**src/design/multi_channel_byte_fifo_unit_defines.svh**
```systemverilog
// Assertion macros for the channel FIFO block.
`ifndef MULTI_CHANNEL_BYTE_FIFO_UNIT_DEFINES_SVH
`define MULTI_CHANNEL_BYTE_FIFO_UNIT_DEFINES_SVH

`ifndef SYNTHESIS
// ante |-> cons, sampled on clk, quiet while rst_n is low
`define MCBF_ASSERT(lbl, clk, rst_n, ante, cons, msg) \
	lbl: assert property (@(posedge clk) disable iff (!(rst_n)) (ante) |-> (cons)) \
		else $error(msg);
// ante |=> cons, sampled on clk, quiet while rst_n is low
`define MCBF_ASSERT_NEXT(lbl, clk, rst_n, ante, cons, msg) \
	lbl: assert property (@(posedge clk) disable iff (!(rst_n)) (ante) |=> (cons)) \
		else $error(msg);
`else
`define MCBF_ASSERT(lbl, clk, rst_n, ante, cons, msg)
`define MCBF_ASSERT_NEXT(lbl, clk, rst_n, ante, cons, msg)
`endif

`endif

```
**src/design/mcbf_pkg.sv**
```systemverilog
package mcbf_pkg;

	localparam int NUM_CHANNELS = 16;
	localparam int RING_DEPTH   = 256;
	localparam int MAX_BURST    = 64;

	// only channels addressable by the 4-bit index are ever held
	localparam int TAB_N   = (NUM_CHANNELS < 16) ? NUM_CHANNELS : 16;
	localparam int TAB_AW  = (TAB_N > 1) ? $clog2(TAB_N) : 1;
	localparam int PTR_W   = $clog2(RING_DEPTH);
	localparam int CNT_W   = PTR_W + 1;
	localparam int CMP_W   = (CNT_W > 7) ? CNT_W : 7;
	localparam int RING_N  = TAB_N * RING_DEPTH;
	localparam int RING_AW = $clog2(RING_N);

	typedef enum logic [1:0] {
		CMD_ALLOC   = 2'd0,
		CMD_RELEASE = 2'd1,
		CMD_WRITE   = 2'd2,
		CMD_READ    = 2'd3
	} cmd_t;

	typedef enum logic [2:0] {
		STAT_OK       = 3'd0,
		STAT_NO_FREE  = 3'd1,
		STAT_NOT_OPEN = 3'd2,
		STAT_FULL     = 3'd3,
		STAT_EMPTY    = 3'd4
	} status_t;

	typedef enum logic [1:0] {
		S_IDLE = 2'd0,
		S_EXEC = 2'd1,
		S_RD   = 2'd2
	} state_t;

	typedef struct packed {
		logic [PTR_W-1:0] head;
		logic [CNT_W-1:0] count;
	} chan_ent_t;

	typedef struct packed {
		logic      rd_en;
		logic [3:0] rd_ch;
		logic      wr_en;
		logic      set_open;
		logic      clr_open;
		logic [3:0] wr_ch;
		chan_ent_t wr_ent;
	} tab_req_t;

	typedef struct packed {
		logic [15:0] open;
		logic        free_found;
		logic [3:0]  free_ch;
		chan_ent_t   ent;
	} tab_stat_t;

	typedef struct packed {
		logic               we;
		logic [RING_AW-1:0] waddr;
		logic [7:0]         wdata;
		logic               re;
		logic [RING_AW-1:0] raddr;
	} ring_req_t;

	typedef struct packed {
		status_t    status;
		logic [3:0] channel;
		logic [7:0] data;
		logic [8:0] fill;
		logic       last;
	} result_t;

	// flat ring address of slot pos in channel ch
	function automatic logic [RING_AW-1:0] ring_addr(input logic [3:0] ch,
		input logic [PTR_W-1:0] pos);
		logic [RING_AW-1:0] base;
		base = RING_AW'(ch) * RING_AW'(RING_DEPTH);
		return base + RING_AW'(pos);
	endfunction

endpackage

```
**src/design/mcbf_chan_tab.sv**
```systemverilog
module mcbf_chan_tab (
	input  logic                clk,
	input  logic                arst_n,
	input  mcbf_pkg::tab_req_t  req,
	output mcbf_pkg::tab_stat_t stat
);

	logic [mcbf_pkg::TAB_N-1:0]  open_q;
	mcbf_pkg::chan_ent_t         tab_mem [mcbf_pkg::TAB_N];
	mcbf_pkg::chan_ent_t         rd_q;
	logic [mcbf_pkg::TAB_AW-1:0] wr_idx;
	logic [mcbf_pkg::TAB_AW-1:0] rd_idx;
	logic                        found;
	logic [3:0]                  free_ch;

	assign wr_idx = req.wr_ch[mcbf_pkg::TAB_AW-1:0];
	assign rd_idx = req.rd_ch[mcbf_pkg::TAB_AW-1:0];

	always_ff @(posedge clk or negedge arst_n) begin
		if (!arst_n) begin
			open_q <= '0;
		end else begin
			if (req.set_open) begin
				open_q[wr_idx] <= 1'b1;
			end
			if (req.clr_open) begin
				open_q[wr_idx] <= 1'b0;
			end
		end
	end

	// head/count table, registered read
	always_ff @(posedge clk) begin
		if (req.wr_en) begin
			tab_mem[wr_idx] <= req.wr_ent;
		end
		if (req.rd_en) begin
			rd_q <= tab_mem[rd_idx];
		end
	end

	// lowest closed channel
	always_comb begin
		found   = 1'b0;
		free_ch = '0;
		for (int i = mcbf_pkg::TAB_N - 1; i >= 0; i--) begin
			if (!open_q[i]) begin
				found   = 1'b1;
				free_ch = 4'(i);
			end
		end
	end

	assign stat.open       = 16'(open_q);
	assign stat.free_found = found;
	assign stat.free_ch    = free_ch;
	assign stat.ent        = rd_q;

endmodule

```
**config.mk**
```make
export PLATFORM = sky130hd
export DESIGN_NAME = mcbf_chan_tab
export DESIGN_NICKNAME = d
export VERILOG_FILES = /design/src/design/multi_channel_byte_fifo_unit_defines.svh /design/src/design/mcbf_pkg.sv /design/src/design/mcbf_chan_tab.sv
export SDC_FILE = /design/constraint.sdc
export NUM_CORES = 1
export LEC_CHECK = 0
export ABC_AREA = 1
export BUFFER_PORTS_ARGS = -buffer_cell sky130_fd_sc_hd__buf_2
export CAP_MARGIN = 20
export CORE_ASPECT_RATIO = 1.25
export CORE_UTILIZATION = 60
export CTS_BUF_LIST = sky130_fd_sc_hd__clkbuf_4 sky130_fd_sc_hd__clkbuf_8
export DETAILED_ROUTE_END_ITERATION = 8
export PLACE_DENSITY = 0.79
export SETUP_SLACK_MARGIN = 0.15
export SKIP_LAST_GASP = 1
export SYNTH_ARGS = -nofsm -noshare
export SYNTH_HDL_FRONTEND = slang
export SYNTH_SLANG_ARGS = --single-unit
```
**constraint.sdc**
```tcl
create_clock -name clk -period 2.11 [get_ports clk]
set_clock_uncertainty 0.15 [all_clocks]
set_input_delay 0.211 -clock clk [delete_from_list [all_inputs] [get_ports clk]]
set_output_delay 0.211 -clock clk [all_outputs]
set_load 0.01 [all_outputs]
```
==> results of run 1 <==
flip-flops by register name, indices dropped and copies added, names as in the netlist:
signal   count
tab_mem    272
stat        17
open_q      16
routing by layer:
metal,wire (um),GRT usage,up-vias
met3,1740,0.0400,70
met2,14000,0.457,327
li1,-,-,3557
met5,0,0,-
met1,10500,0.318,3754
met4,1010,0.125,0
how the worst max path moves through the flow:
stage / start / to / slack, ns
6_report: open_q[15]$_DFF_PN0_ / stat[18] / -0.22
2_1_floorplan: req[18] / tab_mem[10][0]$_DFFE_PP_ / 0.21
3_5_place_dp: req[18] / tab_mem[8][6]$_DFFE_PP_ / 0.04
3_3_place_gp: req[19] / tab_mem[3][9]$_DFFE_PP_ / 0.06
5_1_grt: open_q[15]$_DFF_PN0_ / stat[17] / -0.42
4_1_cts: open_q[15]$_DFF_PN0_ / stat[17] / -0.19
power by group through the flow:
stage	clock, uW	combinational [uW]	sequential [uW]
after detailed placement	0	1050	7080
after global placement	0	1020	7070
after floorplan	0	584	7100
after global routing	4740	1270	6980
final	4420	1160	6960
after CTS	4490	1100	6960
cells by family (layout without fill, tap and decap cells):
kind of cell	Yosys count	count (layout)
buf+inv	156	327
mux	68	68
simple gates	112	112
flops	305	305
compound gates	247	247
worst max-delay path: stages, from the launching register on:
cell     delay (ns)
dfrtp_1        0.40
buf_4          0.15
nand2_2        0.08
nand3_1        0.07
nand3_1        0.08
nand3_2        0.08
a31oi_2        0.15
nor3_1         0.07
nor3_1         0.19
buf_2          0.17
per-stage QoR:
step	TNS (ns)	setup slack (ns)	hold slack, ns	utilization	cells
after detailed placement	0	0.0375	-0.0102	0.662	1218
after global placement	0	0.0621	-0.00618	0.662	1218
final	-0.406	-0.216	0.0405	0.723	1329
after global routing	-1.06	-0.418	0.0316	0.723	1329
after floorplan	0	0.213	-0.235	-	888
after CTS	-0.473	-0.192	0.00169	0.718	1325
synth_stat cells (all sizes together), types with 2 or more instances:
cell type  instances
a21oi             71
a22oi              3
a2bb2oi            5
buf               24
clkbuf            28
dfrtp             16
edfxtp           289
inv              104
mux2i             68
nand2             42
nand3             21
nor2              37
nor3               9
nor4               2
o211ai            68
o21ai             96
o22ai              2
layout make-up:
cell class              instances  area [um^2]
inverters                     104          390
multi-input cells             427         2850
flip-flops and latches        305         9080
well taps                     270          338
fillers                      1246         5610
repair buffers                144         1140
clock buffers                  63          767
clock inverters                16         75.1
repair_timing:
| item | in CTS | in global routing |
|---|---|---|
| pin swaps | 1 | 4 |
| endpoints found under the hold margin | 299 | 0 |
| gates resized for setup | 2 | 12 |
| hold buffers | 28 | 0 |
| endpoints found under the setup margin | 5 | 73 |
| buffers inserted | 0 | 3 |
| cloned | 0 | 0 |
==> flow_summary.yaml, run 1 <==
status:
  outcome: "complete, but fails checks"
  violations: "setup timing"
cts:
  numCtsBuffers: 43
  cts.sinks: 305
  cts.path.max_buffers: 3
  root_buffer: "clkbuf_8"
  clk_latency_ns: 0.55
  cts_max_level: 2
  path_clk_slew_ns: 0.06
  cts_tree: "done"
logic_synthesis:
  synth_top_family_by_area: "compound AO/OA/AOI/OAI gates"
  synth_compound_gate_area_share: 0.125
  synth-edff-count: 289
  yosys_register_bits: 305
  netlist_instances: 888
  avgSynthCellArea_um2: 14.1
  async_reset_ff_frac: 0.0525
  ys_warn_count: 0
  yosysTopAreaCellShare: 0.694
  ys_seq_area_frac: 0.726
  synth_nets: 919
  post_synth_xor_area_fraction: 0
  netlist-cell-type-count: 29
  synth_ff_type: "edfxtp_1"
  synthAdderAreaFrac: 0
  yosys.area.top_type: "edfxtp_1"
  synth-simple-area-share: 0.0372
  muxShareOfSynthArea: 0.0544
  netlist_area_um2: 12500
  synth_area_leaders: "edfxtp_1 (69%), mux2i_1 (5.4%), o211ai_1 (4.1%), dfrtp_1 (3.2%), inv_1 (2.9%)"
placement:
  postPlaceCellArea_um2: 13400
  place_hpwl_mm: 16.0
  portBuffers: 68
  globalplace.congestion: 0.857
pwr:
  combinationalPowerShare: 0.093
  peakVddDrop_mv: 0.575
  netSwitchingPower_uw: 2920
  intPower_uw: 9630
  power_uw: 12500
  p_seq_frac: 0.555
  clkPwrFrac: 0.352
  switching_share: 0.233
  p_leak_uw: 0.00542
  pwr_density_cell_nw_per_um2: 857
setup_path:
  worst-r2r-setup-slack_ns: 0.65
  cp-end-kind: "output port"
  worstSetupPathType: "reg2out"
  ff2ff_path_depth: 3
  r2r_end: "open_q[7]$_DFF_PN0_"
  worst-endpoint-required_ns: 1.75
  worstPathArrival_ns: 1.97
  reg2reg_from: "open_q[7]$_DFF_PN0_"
  cp-start-kind: "flip-flop"
  cp_max_fo: 3
floorplan:
  dieArea_um2: 21400
  initial_core_util: 0.618
  fp.dieH_um: 163
  core_um2: 20200
  fp-row-count: 58
  dieWidth_um: 131
  io_pins: 69
grt:
  grt_max_degree: 44
  grt_pass1_vias: 7709
  antenna_found_initial: 0
  grt_overflow_total: 0
  grt_pass1_wl_mm: 41.6
  track_usage: 0.260
timing:
  fin_ws_ns: -0.216
  rsz0062_at_grt: "true"
  setup_viol: 2
  post-route-min-period_ns: 2.33
  hold_viol: 0
  drv_slew: 0
  relSlewSlack: 0.467
  fmax_ghz: 0.430
  period_share: 1.10
  worst_pin_slew_ns: 0.799
final_layout:
  area_growth_syn_to_layout_pct: 17.1
  mostFrequentLayoutCell: "edfxtp_1"
  final_nets: 1056
  drive_gt1_frac: 0.236
  final_area_um2: 14600
  antenna_cells: 0
  final_cell_mix: "edfxtp_1 (289), inv_1 (97), o21ai_0 (70)"
drt:
  wire_per_inst_um: 20.5
  vias: 7708
  routed_wl_mm: 27.2
  ant_nets: 0
  drc_errors: 0
  drt_iter0_drc: 720
  via_per_inst: 5.80
  drt-pass1-iter-count: 5
hold_path:
  min_to: "open_q[11]$_DFF_PN0_"
  hold_start: "req[20]"
  min_path_cells: 6
  hp-class: "in2reg"
job:
  cap_violations: 0
No activity file was read; power rests on OpenSTA's default activity.
==> run 2: changes to the inputs <==
Clock period 2.11 ns to 3.02 ns, I/O delays scaled along.
==> flow_summary.yaml, run 2 (synthesis gave the netlist of run 1 again) <==
setup_path:
  slowest_stage: "dfrtp_1"
  worst-r2r-setup-slack_ns: 1.58
  r2r_end: "stat[10]$_DFFE_PP_"
  worstSetupPathType: "reg2out"
  worst-endpoint-required_ns: 2.57
  ff2ff_path_depth: 4
  worstPathArrival_ns: 1.92
  reg2reg_from: "tab_mem[0][10]$_DFFE_PP_"
  cp-start-kind: "flip-flop"
  cp-end-kind: "output port"
  worstPathCellList: "inv_1 > nand2_1 > nand2_1 > nand2_1 > nand2_1 > nand2_1 > nand2_1 > nand2_1 > nand2_1 > nand2_1 > nand2_1 > nand2_1 > nand2_1 > nand2_1 > a21oi_1 > buf_2"
  cp_max_fo: 4
  cpMostUsedCell: "nand2_1"
  cp_slowest_stage_delay_ns: 0.41
  critical_path.startpoint: "open_q[15]$_DFF_PN0_"
drt:
  wire_per_inst_um: 20.8
  routed_wl_mm: 27.1
  via_per_inst: 5.85
  vias: 7600
  ant_nets: 0
  drc_errors: 0
  drt_iter0_drc: 676
  drt-pass1-iter-count: 5
timing:
  drv_slew: 0
  worst_pin_slew_ns: 0.888
  post-route-min-period_ns: 2.37
  setup_tns_ns: 0
  setup_viol: 0
  fin_ws_ns: 0.648
  hold_viol: 0
  rsz0062_at_grt: "false"
  fmax_ghz: 0.422
  period_share: 0.785
  relSlewSlack: 0.407
hold_path:
  min_to: "open_q[3]$_DFF_PN0_"
  hold_start: "req[17]"
  min_path_cells: 4
  hp-class: "in2reg"
floorplan:
  fp.dieH_um: 163
  initial_core_util: 0.618
  core_um2: 20200
  fp-row-count: 58
  dieArea_um2: 21400
  dieWidth_um: 131
  io_pins: 69
cts:
  cts_tree: "done"
  root_buffer: "clkbuf_8"
  clk_latency_ns: 0.55
  cts.path.max_buffers: 3
  path_clk_slew_ns: 0.07
  cts.sinks: 305
  numCtsBuffers: 43
  cts_resized: 0
  cts_max_level: 2
pwr:
  peakVddDrop_mv: 0.433
  power_uw: 8950
  p_leak_uw: 0.00529
  pwr_density_cell_nw_per_um2: 626
grt:
  antenna_found_initial: 0
  grt_overflow_total: 0
  track_usage: 0.258
  grt_max_degree: 92
  grt_pass1_wl_mm: 40.9
  grt_pass1_vias: 7619
final_layout:
  final_cell_mix: "edfxtp_1 (289), inv_1 (98), o21ai_0 (70)"
  final_cells: 1300
  largest_register_ffs: 272
  mostFrequentLayoutCell: "edfxtp_1"
  final_nets: 1028
  area_growth_syn_to_layout_pct: 14.4
  drive_gt1_frac: 0.217
  antenna_cells: 0
  top_register: "tab_mem"
placement:
  portBuffers: 68
  globalplace.congestion: 0.839
  place_hpwl_mm: 14.1
  pre_cts_slack_ns: 0.746
  place_inst: 1201
status:
  outcome: "completed"
job:
  cap_violations: 0
## run 2: changes by cell type in the layout (fill, tap and decap cells not counted), sizes merged
cell | previous run | this run
clkinv | 14 | 16
clkbuf | 64 | 59
buf | 115 | 94
dlygate4sd3 | 28 | 21
bufinv | 0 | 3
inv | 105 | 104
## run 2: what timing repair did
action                    4_1_cts  5_1_grt
hold buffers                   21        0
hold endpoints to repair      297        0
buffers inserted                0        0
## run 2: critical path: cells and delay by family (launching register included)
family | cells | cell delay [ns]
and+or+nand+nor | 13 | 0.66
buffers and inverters | 2 | 0.20
DFF | 1 | 0.41
AOI/OAI and AO/OA | 1 | 0.12
## run 2: worst max path at each step
stage                                   end  slack, ns
floorplan           tab_mem[6][0]$_DFFE_PP_       0.70
global placement          stat[0]$_DFFE_PP_       0.84
finish                             stat[17]       0.65
global route                       stat[17]       0.45
detailed placement        stat[0]$_DFFE_PP_       0.75
CTS                                stat[17]       0.60
## run 2: final cells by class
cell class                 count  area, um^2
clock inverter                20         171
fill                        1274        5950
tap                          270         338
inverter                     104         390
sequential                   305        9080
clock buffer                  58         736
multi-input combinational    427        2760
timing repair buffer         116         827
## run 2: metal layers
layer,part of all wire,track usage,vias to the layer above
li1,-,-,3494
met1,0.40,0.321,3746
met2,0.50,0.445,296
met3,0.061,0.0397,64
met4,0.032,0.125,0
met5,0,0,-
## run 2: report_power, final
| group | switching (uW) | leakage (uW) | internal (uW) |
|---|---|---|---|
| combinational | 463 | 0.00199 | 269 |
| sequential | 78.4 | 0.00281 | 4780 |
| clock | 1510 | 0.000485 | 1850 |
## run 2: stage by stage
step           area [um^2]  hold slack, ns  utilization
6_report             14300          0.0360        0.706
5_1_grt              14300          0.0527        0.706
4_1_cts              14300          0.0151        0.706
2_1_floorplan        12500          -0.144            -
3_3_place_gp         13200          0.0921        0.651
3_5_place_dp         13200          0.0886        0.651
