## src/design/multi_channel_byte_fifo_unit_defines.svh

```systemverilog
// Assertion macros for the channel FIFO block.
`ifndef MULTI_CHANNEL_BYTE_FIFO_UNIT_DEFINES_SVH
`define MULTI_CHANNEL_BYTE_FIFO_UNIT_DEFINES_SVH

`ifndef SYNTHESIS
// ante |-> cons, sampled on clk, quiet while rst_n is low
`define MCBF_ASSERT(lbl, clk, rst_n, ante, cons, msg) \
	lbl: assert property (@(posedge clk) disable iff (!(rst_n)) (ante) |-> (cons)) \
		else $error(msg);
// ante |=> cons, sampled on clk, quiet while rst_n is low
`define MCBF_ASSERT_NEXT(lbl, clk, rst_n, ante, cons, msg) \
	lbl: assert property (@(posedge clk) disable iff (!(rst_n)) (ante) |=> (cons)) \
		else $error(msg);
`else
`define MCBF_ASSERT(lbl, clk, rst_n, ante, cons, msg)
`define MCBF_ASSERT_NEXT(lbl, clk, rst_n, ante, cons, msg)
`endif

`endif

```

## src/design/mcbf_pkg.sv

```systemverilog
package mcbf_pkg;

	localparam int NUM_CHANNELS = 16;
	localparam int RING_DEPTH   = 256;
	localparam int MAX_BURST    = 64;

	// only channels addressable by the 4-bit index are ever held
	localparam int TAB_N   = (NUM_CHANNELS < 16) ? NUM_CHANNELS : 16;
	localparam int TAB_AW  = (TAB_N > 1) ? $clog2(TAB_N) : 1;
	localparam int PTR_W   = $clog2(RING_DEPTH);
	localparam int CNT_W   = PTR_W + 1;
	localparam int CMP_W   = (CNT_W > 7) ? CNT_W : 7;
	localparam int RING_N  = TAB_N * RING_DEPTH;
	localparam int RING_AW = $clog2(RING_N);

	typedef enum logic [1:0] {
		CMD_ALLOC   = 2'd0,
		CMD_RELEASE = 2'd1,
		CMD_WRITE   = 2'd2,
		CMD_READ    = 2'd3
	} cmd_t;

	typedef enum logic [2:0] {
		STAT_OK       = 3'd0,
		STAT_NO_FREE  = 3'd1,
		STAT_NOT_OPEN = 3'd2,
		STAT_FULL     = 3'd3,
		STAT_EMPTY    = 3'd4
	} status_t;

	typedef enum logic [1:0] {
		S_IDLE = 2'd0,
		S_EXEC = 2'd1,
		S_RD   = 2'd2
	} state_t;

	typedef struct packed {
		logic [PTR_W-1:0] head;
		logic [CNT_W-1:0] count;
	} chan_ent_t;

	typedef struct packed {
		logic      rd_en;
		logic [3:0] rd_ch;
		logic      wr_en;
		logic      set_open;
		logic      clr_open;
		logic [3:0] wr_ch;
		chan_ent_t wr_ent;
	} tab_req_t;

	typedef struct packed {
		logic [15:0] open;
		logic        free_found;
		logic [3:0]  free_ch;
		chan_ent_t   ent;
	} tab_stat_t;

	typedef struct packed {
		logic               we;
		logic [RING_AW-1:0] waddr;
		logic [7:0]         wdata;
		logic               re;
		logic [RING_AW-1:0] raddr;
	} ring_req_t;

	typedef struct packed {
		status_t    status;
		logic [3:0] channel;
		logic [7:0] data;
		logic [8:0] fill;
		logic       last;
	} result_t;

	// flat ring address of slot pos in channel ch
	function automatic logic [RING_AW-1:0] ring_addr(input logic [3:0] ch,
		input logic [PTR_W-1:0] pos);
		logic [RING_AW-1:0] base;
		base = RING_AW'(ch) * RING_AW'(RING_DEPTH);
		return base + RING_AW'(pos);
	endfunction

endpackage

```

## src/design/mcbf_engine.sv

```systemverilog
`include "multi_channel_byte_fifo_unit_defines.svh"

module mcbf_engine (
	input  logic                clk,
	input  logic                arst_n,
	input  logic                in_valid,
	output logic                in_ready,
	input  mcbf_pkg::cmd_t      in_cmd,
	input  logic [3:0]          in_ch,
	input  logic [7:0]          in_data,
	input  logic [6:0]          in_len,
	output mcbf_pkg::tab_req_t  tab_req,
	input  mcbf_pkg::tab_stat_t tab_stat,
	output mcbf_pkg::ring_req_t ring_req,
	input  logic [7:0]          ring_rd_data,
	input  logic                out_free,
	output logic                emit,
	output mcbf_pkg::result_t   result
);

	mcbf_pkg::state_t  state_q, state_d;
	mcbf_pkg::cmd_t    cmd_q;
	logic [3:0]        ch_q;
	logic [7:0]        data_q;
	logic [6:0]        len_q;
	logic [mcbf_pkg::PTR_W-1:0] head_q;
	logic [mcbf_pkg::CNT_W-1:0] cnt_q;
	logic [6:0]        rem_q;

	logic              accept;
	logic [6:0]        len_sat;
	logic              ch_open;
	mcbf_pkg::chan_ent_t ent;
	logic              full;
	logic [mcbf_pkg::CNT_W-1:0] wr_sum;
	logic [mcbf_pkg::PTR_W-1:0] wr_pos;
	logic [mcbf_pkg::CNT_W-1:0] cnt_inc;
	logic [mcbf_pkg::PTR_W-1:0] head_inc;
	logic [mcbf_pkg::CNT_W-1:0] cnt_dec;
	logic              last_byte;
	logic [6:0]        rem_init;
	logic              rd_go;
	logic              rd_step;

	assign accept  = in_valid && in_ready;
	assign len_sat = (in_len == 7'd0) ? 7'd1 :
		(in_len > 7'(mcbf_pkg::MAX_BURST)) ? 7'(mcbf_pkg::MAX_BURST) : in_len;

	assign ch_open = tab_stat.open[ch_q];
	assign ent     = tab_stat.ent;
	assign full    = (ent.count >= mcbf_pkg::CNT_W'(mcbf_pkg::RING_DEPTH));
	assign cnt_inc = ent.count + 1'b1;

	// tail slot = (head + count) mod depth, sum stays below twice the depth
	assign wr_sum = mcbf_pkg::CNT_W'(ent.head) + ent.count;
	assign wr_pos = (wr_sum >= mcbf_pkg::CNT_W'(mcbf_pkg::RING_DEPTH)) ?
		mcbf_pkg::PTR_W'(wr_sum - mcbf_pkg::CNT_W'(mcbf_pkg::RING_DEPTH)) :
		mcbf_pkg::PTR_W'(wr_sum);

	assign head_inc = (mcbf_pkg::CNT_W'(head_q) + mcbf_pkg::CNT_W'(1) ==
		mcbf_pkg::CNT_W'(mcbf_pkg::RING_DEPTH)) ? '0 : head_q + 1'b1;
	assign cnt_dec   = cnt_q - 1'b1;
	assign last_byte = (rem_q == 7'd1);
	assign rem_init  = (mcbf_pkg::CMP_W'(ent.count) < mcbf_pkg::CMP_W'(len_q)) ?
		7'(ent.count) : len_q;

	always_comb begin
		state_d = state_q;
		case (state_q)
			mcbf_pkg::S_IDLE: begin
				if (accept) begin
					state_d = mcbf_pkg::S_EXEC;
				end
			end
			mcbf_pkg::S_EXEC: begin
				if (out_free) begin
					if (cmd_q == mcbf_pkg::CMD_READ && ch_open && ent.count != '0) begin
						state_d = mcbf_pkg::S_RD;
					end else begin
						state_d = mcbf_pkg::S_IDLE;
					end
				end
			end
			mcbf_pkg::S_RD: begin
				if (out_free && last_byte) begin
					state_d = mcbf_pkg::S_IDLE;
				end
			end
			default: begin
				state_d = mcbf_pkg::S_IDLE;
			end
		endcase
	end

	always_comb begin
		in_ready      = 1'b0;
		tab_req       = '0;
		tab_req.rd_ch = in_ch;
		ring_req      = '0;
		emit          = 1'b0;
		result        = '0;
		rd_go         = 1'b0;
		rd_step       = 1'b0;
		case (state_q)
			mcbf_pkg::S_IDLE: begin
				in_ready      = 1'b1;
				tab_req.rd_en = in_valid;
			end
			mcbf_pkg::S_EXEC: begin
				if (out_free) begin
					result.last    = 1'b1;
					result.channel = ch_q;
					if (cmd_q == mcbf_pkg::CMD_ALLOC) begin
						emit = 1'b1;
						if (tab_stat.free_found) begin
							tab_req.set_open = 1'b1;
							tab_req.wr_en    = 1'b1;
							tab_req.wr_ch    = tab_stat.free_ch;
							result.channel   = tab_stat.free_ch;
						end else begin
							result.status  = mcbf_pkg::STAT_NO_FREE;
							result.channel = 4'd0;
						end
					end else if (!ch_open) begin
						emit          = 1'b1;
						result.status = mcbf_pkg::STAT_NOT_OPEN;
					end else begin
						case (cmd_q)
							mcbf_pkg::CMD_RELEASE: begin
								emit             = 1'b1;
								tab_req.clr_open = 1'b1;
								tab_req.wr_ch    = ch_q;
							end
							mcbf_pkg::CMD_WRITE: begin
								emit = 1'b1;
								if (full) begin
									result.status = mcbf_pkg::STAT_FULL;
									result.fill   = 9'(ent.count);
								end else begin
									ring_req.we          = 1'b1;
									ring_req.waddr       = mcbf_pkg::ring_addr(ch_q, wr_pos);
									ring_req.wdata       = data_q;
									tab_req.wr_en        = 1'b1;
									tab_req.wr_ch        = ch_q;
									tab_req.wr_ent.head  = ent.head;
									tab_req.wr_ent.count = cnt_inc;
									result.fill          = 9'(cnt_inc);
								end
							end
							mcbf_pkg::CMD_READ: begin
								if (ent.count == '0) begin
									emit          = 1'b1;
									result.status = mcbf_pkg::STAT_EMPTY;
								end else begin
									ring_req.re    = 1'b1;
									ring_req.raddr = mcbf_pkg::ring_addr(ch_q, ent.head);
									rd_go          = 1'b1;
								end
							end
							default: begin
								emit = 1'b0;
							end
						endcase
					end
				end
			end
			mcbf_pkg::S_RD: begin
				if (out_free) begin
					emit           = 1'b1;
					rd_step        = 1'b1;
					result.channel = ch_q;
					result.data    = ring_rd_data;
					result.fill    = 9'(cnt_dec);
					result.last    = last_byte;
					if (last_byte) begin
						tab_req.wr_en        = 1'b1;
						tab_req.wr_ch        = ch_q;
						tab_req.wr_ent.head  = head_inc;
						tab_req.wr_ent.count = cnt_dec;
					end else begin
						ring_req.re    = 1'b1;
						ring_req.raddr = mcbf_pkg::ring_addr(ch_q, head_inc);
					end
				end
			end
			default: begin
				in_ready = 1'b0;
			end
		endcase
	end

	always_ff @(posedge clk or negedge arst_n) begin
		if (!arst_n) begin
			state_q <= mcbf_pkg::S_IDLE;
		end else begin
			state_q <= state_d;
		end
	end

	always_ff @(posedge clk) begin
		if (accept) begin
			cmd_q  <= in_cmd;
			ch_q   <= in_ch;
			data_q <= in_data;
			len_q  <= len_sat;
		end
		if (rd_go) begin
			head_q <= ent.head;
			cnt_q  <= ent.count;
			rem_q  <= rem_init;
		end else if (rd_step) begin
			head_q <= head_inc;
			cnt_q  <= cnt_dec;
			rem_q  <= rem_q - 7'd1;
		end
	end

	`MCBF_ASSERT(a_emit_slot_free, clk, arst_n, emit, out_free, "result emitted into busy output slot")
	`MCBF_ASSERT_NEXT(a_accept_exec, clk, arst_n, accept, state_q == mcbf_pkg::S_EXEC, "accepted transfer not executed")
	`MCBF_ASSERT(a_no_write_full, clk, arst_n, ring_req.we, !full, "ring write into full channel")
	`MCBF_ASSERT(a_burst_nonzero, clk, arst_n, state_q == mcbf_pkg::S_RD, rem_q != 7'd0, "burst running with nothing left")

endmodule

```

## config.mk

```make
export PLATFORM = sky130hd
export DESIGN_NAME = mcbf_engine
export DESIGN_NICKNAME = d
export VERILOG_FILES = /design/src/design/mcbf_pkg.sv /design/src/design/mcbf_engine.sv
export VERILOG_INCLUDE_DIRS = /design/src /design/src/design
export SDC_FILE = /design/constraint.sdc
export NUM_CORES = 1
export LEC_CHECK = 0
export BUFFER_PORTS_ARGS = -buffer_cell sky130_fd_sc_hd__buf_2
export CELL_PAD_IN_SITES_DETAIL_PLACEMENT = 1
export CELL_PAD_IN_SITES_GLOBAL_PLACEMENT = 1
export CORE_MARGIN = 2
export CORE_UTILIZATION = 36
export DETAILED_ROUTE_END_ITERATION = 12
export PLACE_DENSITY_LB_ADDON = 0.1
export SLEW_MARGIN = 20
export SYNTH_ARGS = -nofsm -noshare
export SYNTH_HDL_FRONTEND = slang
export SYNTH_SLANG_ARGS = --single-unit
```

## constraint.sdc

```tcl
create_clock -name clk -period 3 [get_ports clk]
set_input_delay 0.15 -clock clk [delete_from_list [all_inputs] [get_ports clk]]
set_output_delay 0.15 -clock clk [all_outputs]
set_load 0.1 [all_outputs]
```

==> results_dict.tcl <==
set metrics [dict create \
    run_status "complete, no violations" \
    synth_most_common_cell "sky130_fd_sc_hd__nor2_1" \
    synth.yosys.seq_area_share 0.340 \
    final.hold.worst_slack_ns 0.0204 \
    antenna_violations_before_repair 0 \
    route.vias.total 4121 \
    cts_made_buffers 5 \
    grt.total_usage 0.235 \
    buffer_ports.inserted 160 \
    synthTopCellsByCount "57 x sky130_fd_sc_hd__nor2_1, 45 x sky130_fd_sc_hd__edfxtp_1, 35 x sky130_fd_sc_hd__a21oi_1" \
    first_pass_iters 4 \
    clkLatencyLatePin_ns 0.30 \
    cts_tree "yes" \
    post_synth_mux_area_share 0.0413 \
    synth-compound-area-share 0.178 \
    initial_core_util 0.364 \
    cts.reportedPaths.clkPinSlew_ns 0.07 \
    layout-drive-gt1-share 0.371 \
    final_total_negative_setup_slack_ns 0 \
    post_synthesis_cell_area_sq_um 4120 \
    endpoint_kind "primary output" \
    wl_per_cell_um 19.1 \
    cap_viol_max_count 0 \
    crit_family "compound AO/OA/AOI/OAI gates" \
    synthFlopType "sky130_fd_sc_hd__edfxtp_1" \
    rows 39 \
    gp_congestion 0.902 \
    combinational_family_with_the_most_area_after_synthesis "simple AND/OR/NAND/NOR gates" \
    boundaryPins 161 \
    design.core.area_sq_um 11300 \
    post-route-worst-setup-slack_ns 0.112 \
    period_needed_ns 2.89 \
    post_synth_top_area_share 0.328 \
    design.die.area_sq_um 12300 \
    die_width_um 111 \
    timing_worst_setup_path_type "reg2out" \
    grt_pass1_vias 4411 \
    power.ir.vdd_worst_mv 0.350 \
    setup-violations-final 0 \
    yosys.area_share.adder 0.0868 \
    root_buffer "sky130_fd_sc_hd__clkbuf_16" \
    die_height_um 111 \
    asyncSetResetFlopFracSynth 0.0426 \
    drt-vias-per-instance 5.42 \
    ctsHtreeMaxLevel 2 \
    clock.fmax_ghz 0.346 \
    yosys.area_share.simple 0.210 \
    synthCells 467 \
    cp_required_ns 2.85 \
    reg2reg_from "len_q[2]" \
    min-delay-start "in_data[0]" \
    cpMaxStageDelayCell "sky130_fd_sc_hd__edfxtp_1" \
    finalHoldViolCount 0 \
    netlist.top_cell.by_area "sky130_fd_sc_hd__edfxtp_1" \
    drt_wl_total_um 14500 \
    grt_pass1_wl_um 23000 \
    rsz0062_at_grt "false" \
    syn_to_final_growth_pct 47.3 \
    remaining_global_route_overflow 0 \
    fin_util 0.536 \
    cts_sinks 47 \
    timing.slew.headroom 0.517 \
    cell_by_cell_listing_of_the_critical_path "buf_4 > mux2_2 > o22ai_2 > o22ai_2 > buf_4 > nand2_1 > a2111oi_0 > a21o_1 > buf_2" \
    syn_avg_cell_area_sq_um 8.83 \
    post_synth_num_cell_types 54 \
    synthesized_nets 566 \
    worst_path_largest_cell_delay_ns 0.52 \
    clk_path_buf_depth 2 \
    hold_path_class "in2reg" \
    synth_top_cells_by_area "sky130_fd_sc_hd__edfxtp_1 33%, sky130_fd_sc_hd__ha_1 8.2%, sky130_fd_sc_hd__nor2_1 5.2%" \
    grt_start_max_net_pins 33 \
    route.detailed.drc 0 \
    postSynthRegisterBits 47 \
    timing.clock.skew_ns 0.00766 \
    timing.final.crit_share 0.963 \
    layout.nets 716 \
    crit_arrival_ns 2.74 \
    detail-route-antenna-nets 0 \
    timing.critical_path.fanout_max 8 \
    antennaDiodeCount 0 \
    report.final.slew_viol_count 0 \
    power.leakage_nw 2.61 \
    place_ws_ns 0.288 \
    cp_num_buf_inv 3 \
    synth_area_in_xor_xnor 0.0786 \
    max_slew.worst_pin.slew_ns 0.724 \
    powerDensity_nw_per_um2 508 \
    crit_path_start_kind "flip-flop" \
    critPathLaunch "ch_q[0]" \
    number_of_drc_markers_after_the_initial_detailed_route_iteration 159 \
    synth_warn 0 \
    placed_cells 749 \
    synth_enable_flop_cells 45 \
    stdcell_count 761 \
    detailed_place_hpwl_um 11600 \
]
worst paths after layout:
path | depth (start not counted) | slack (ns) | end
worst min-delay path | 1 | 0.02 | data_q[0]
max in group asynchronous | 2 | 2.75 | state_q[1]
worst max-delay path | 9 | 0.11 | tab_req[17]
min in group asynchronous | 2 | 0.16 | state_q[0]
worst min register to register | 2 | 0.55 | state_q[1]
worst max register to register | 8 | 0.37 | rem_q[3]
flip-flops by register name (all words and copies together), names as in the netlist:
signal	flops
head_q	8
len_q	7
cmd_q	2
ch_q	4
cnt_q	9
state_q	2
data_q	8
rem_q	7
worst reg2reg max path: cells and delay by family (launching register included):
| family | cells | cell delay, ns |
|---|---|---|
| AOI/OAI and AO/OA | 5 | 1.40 |
| muxes | 1 | 0.27 |
| adders and majority gates | 1 | 0.25 |
| buffers and inverters | 1 | 0.07 |
| DFF | 1 | 0.39 |
power breakdown:
part	internal (mW)	leakage (nW)	total [mW]	switching [mW]
Sequential	0.851	0.442	0.925	0.0738
Clock	0.397	0.0804	0.673	0.276
Combinational	0.448	2.09	1.49	1.04
cells by family after synthesis:
kind of cell / count (synthesis)
compound gates: 108
xor+xnor: 37
fa+ha+maj: 28
buf+inv: 59
flops: 47
mux: 13
simple gates: 175
routing by layer:
| metal | global-route usage | up-vias | share of wire |
|---|---|---|---|
| met5 | 0 | - | 0 |
| met4 | 0.0765 | 0 | 0.026 |
| met3 | 0.0558 | 26 | 0.056 |
| met2 | 0.405 | 124 | 0.49 |
| met1 | 0.291 | 2012 | 0.43 |
| li1 | - | 1959 | - |
placed cells by master (no fill, tap or decap), types with 14 or more instances in the layout:
cell type | synthesis | final
sky130_fd_sc_hd__edfxtp_1 | 45 | 45
sky130_fd_sc_hd__and3_1 | 14 | 14
sky130_fd_sc_hd__buf_2 | 4 | 106
sky130_fd_sc_hd__xor2_1 | 16 | 16
sky130_fd_sc_hd__nand2_1 | 29 | 29
sky130_fd_sc_hd__buf_12 | 0 | 49
sky130_fd_sc_hd__nor2_1 | 57 | 49
sky130_fd_sc_hd__ha_1 | 27 | 27
sky130_fd_sc_hd__o22ai_1 | 17 | 15
sky130_fd_sc_hd__xnor2_1 | 21 | 21
sky130_fd_sc_hd__a21oi_1 | 35 | 34
sky130_fd_sc_hd__inv_1 | 26 | 26
sky130_fd_sc_hd__buf_4 | 5 | 14
repair_timing:
action / CTS / global route
setup buffers: 1 / 2
endpoints found under the setup margin: 4 / 31
hold endpoints to repair: 2 / 0
gates resized for setup: 0 / 9
hold buffers: 1 / 0
stage by stage:
stage | power, mW | instance area (sq um)
2_1_floorplan | 2.02 | 4210
3_3_place_gp | 2.36 | 5840
3_5_place_dp | 2.41 | 5840
4_1_cts | 3.09 | 6030
5_1_grt | 3.24 | 6070
6_report | 3.09 | 6070
final cells by class:
cell class                      count  area (sq um)
Tap cell                          143           179
Fill cell                        1298          5250
Sequential cell                    47          1400
Multi-Input combinational cell    361          2560
Clock inverter                      3          46.3
Timing Repair Buffer              175          1660
Clock buffer                        5           125
Inverter                           27           101
(Power assumes the default switching activity.)
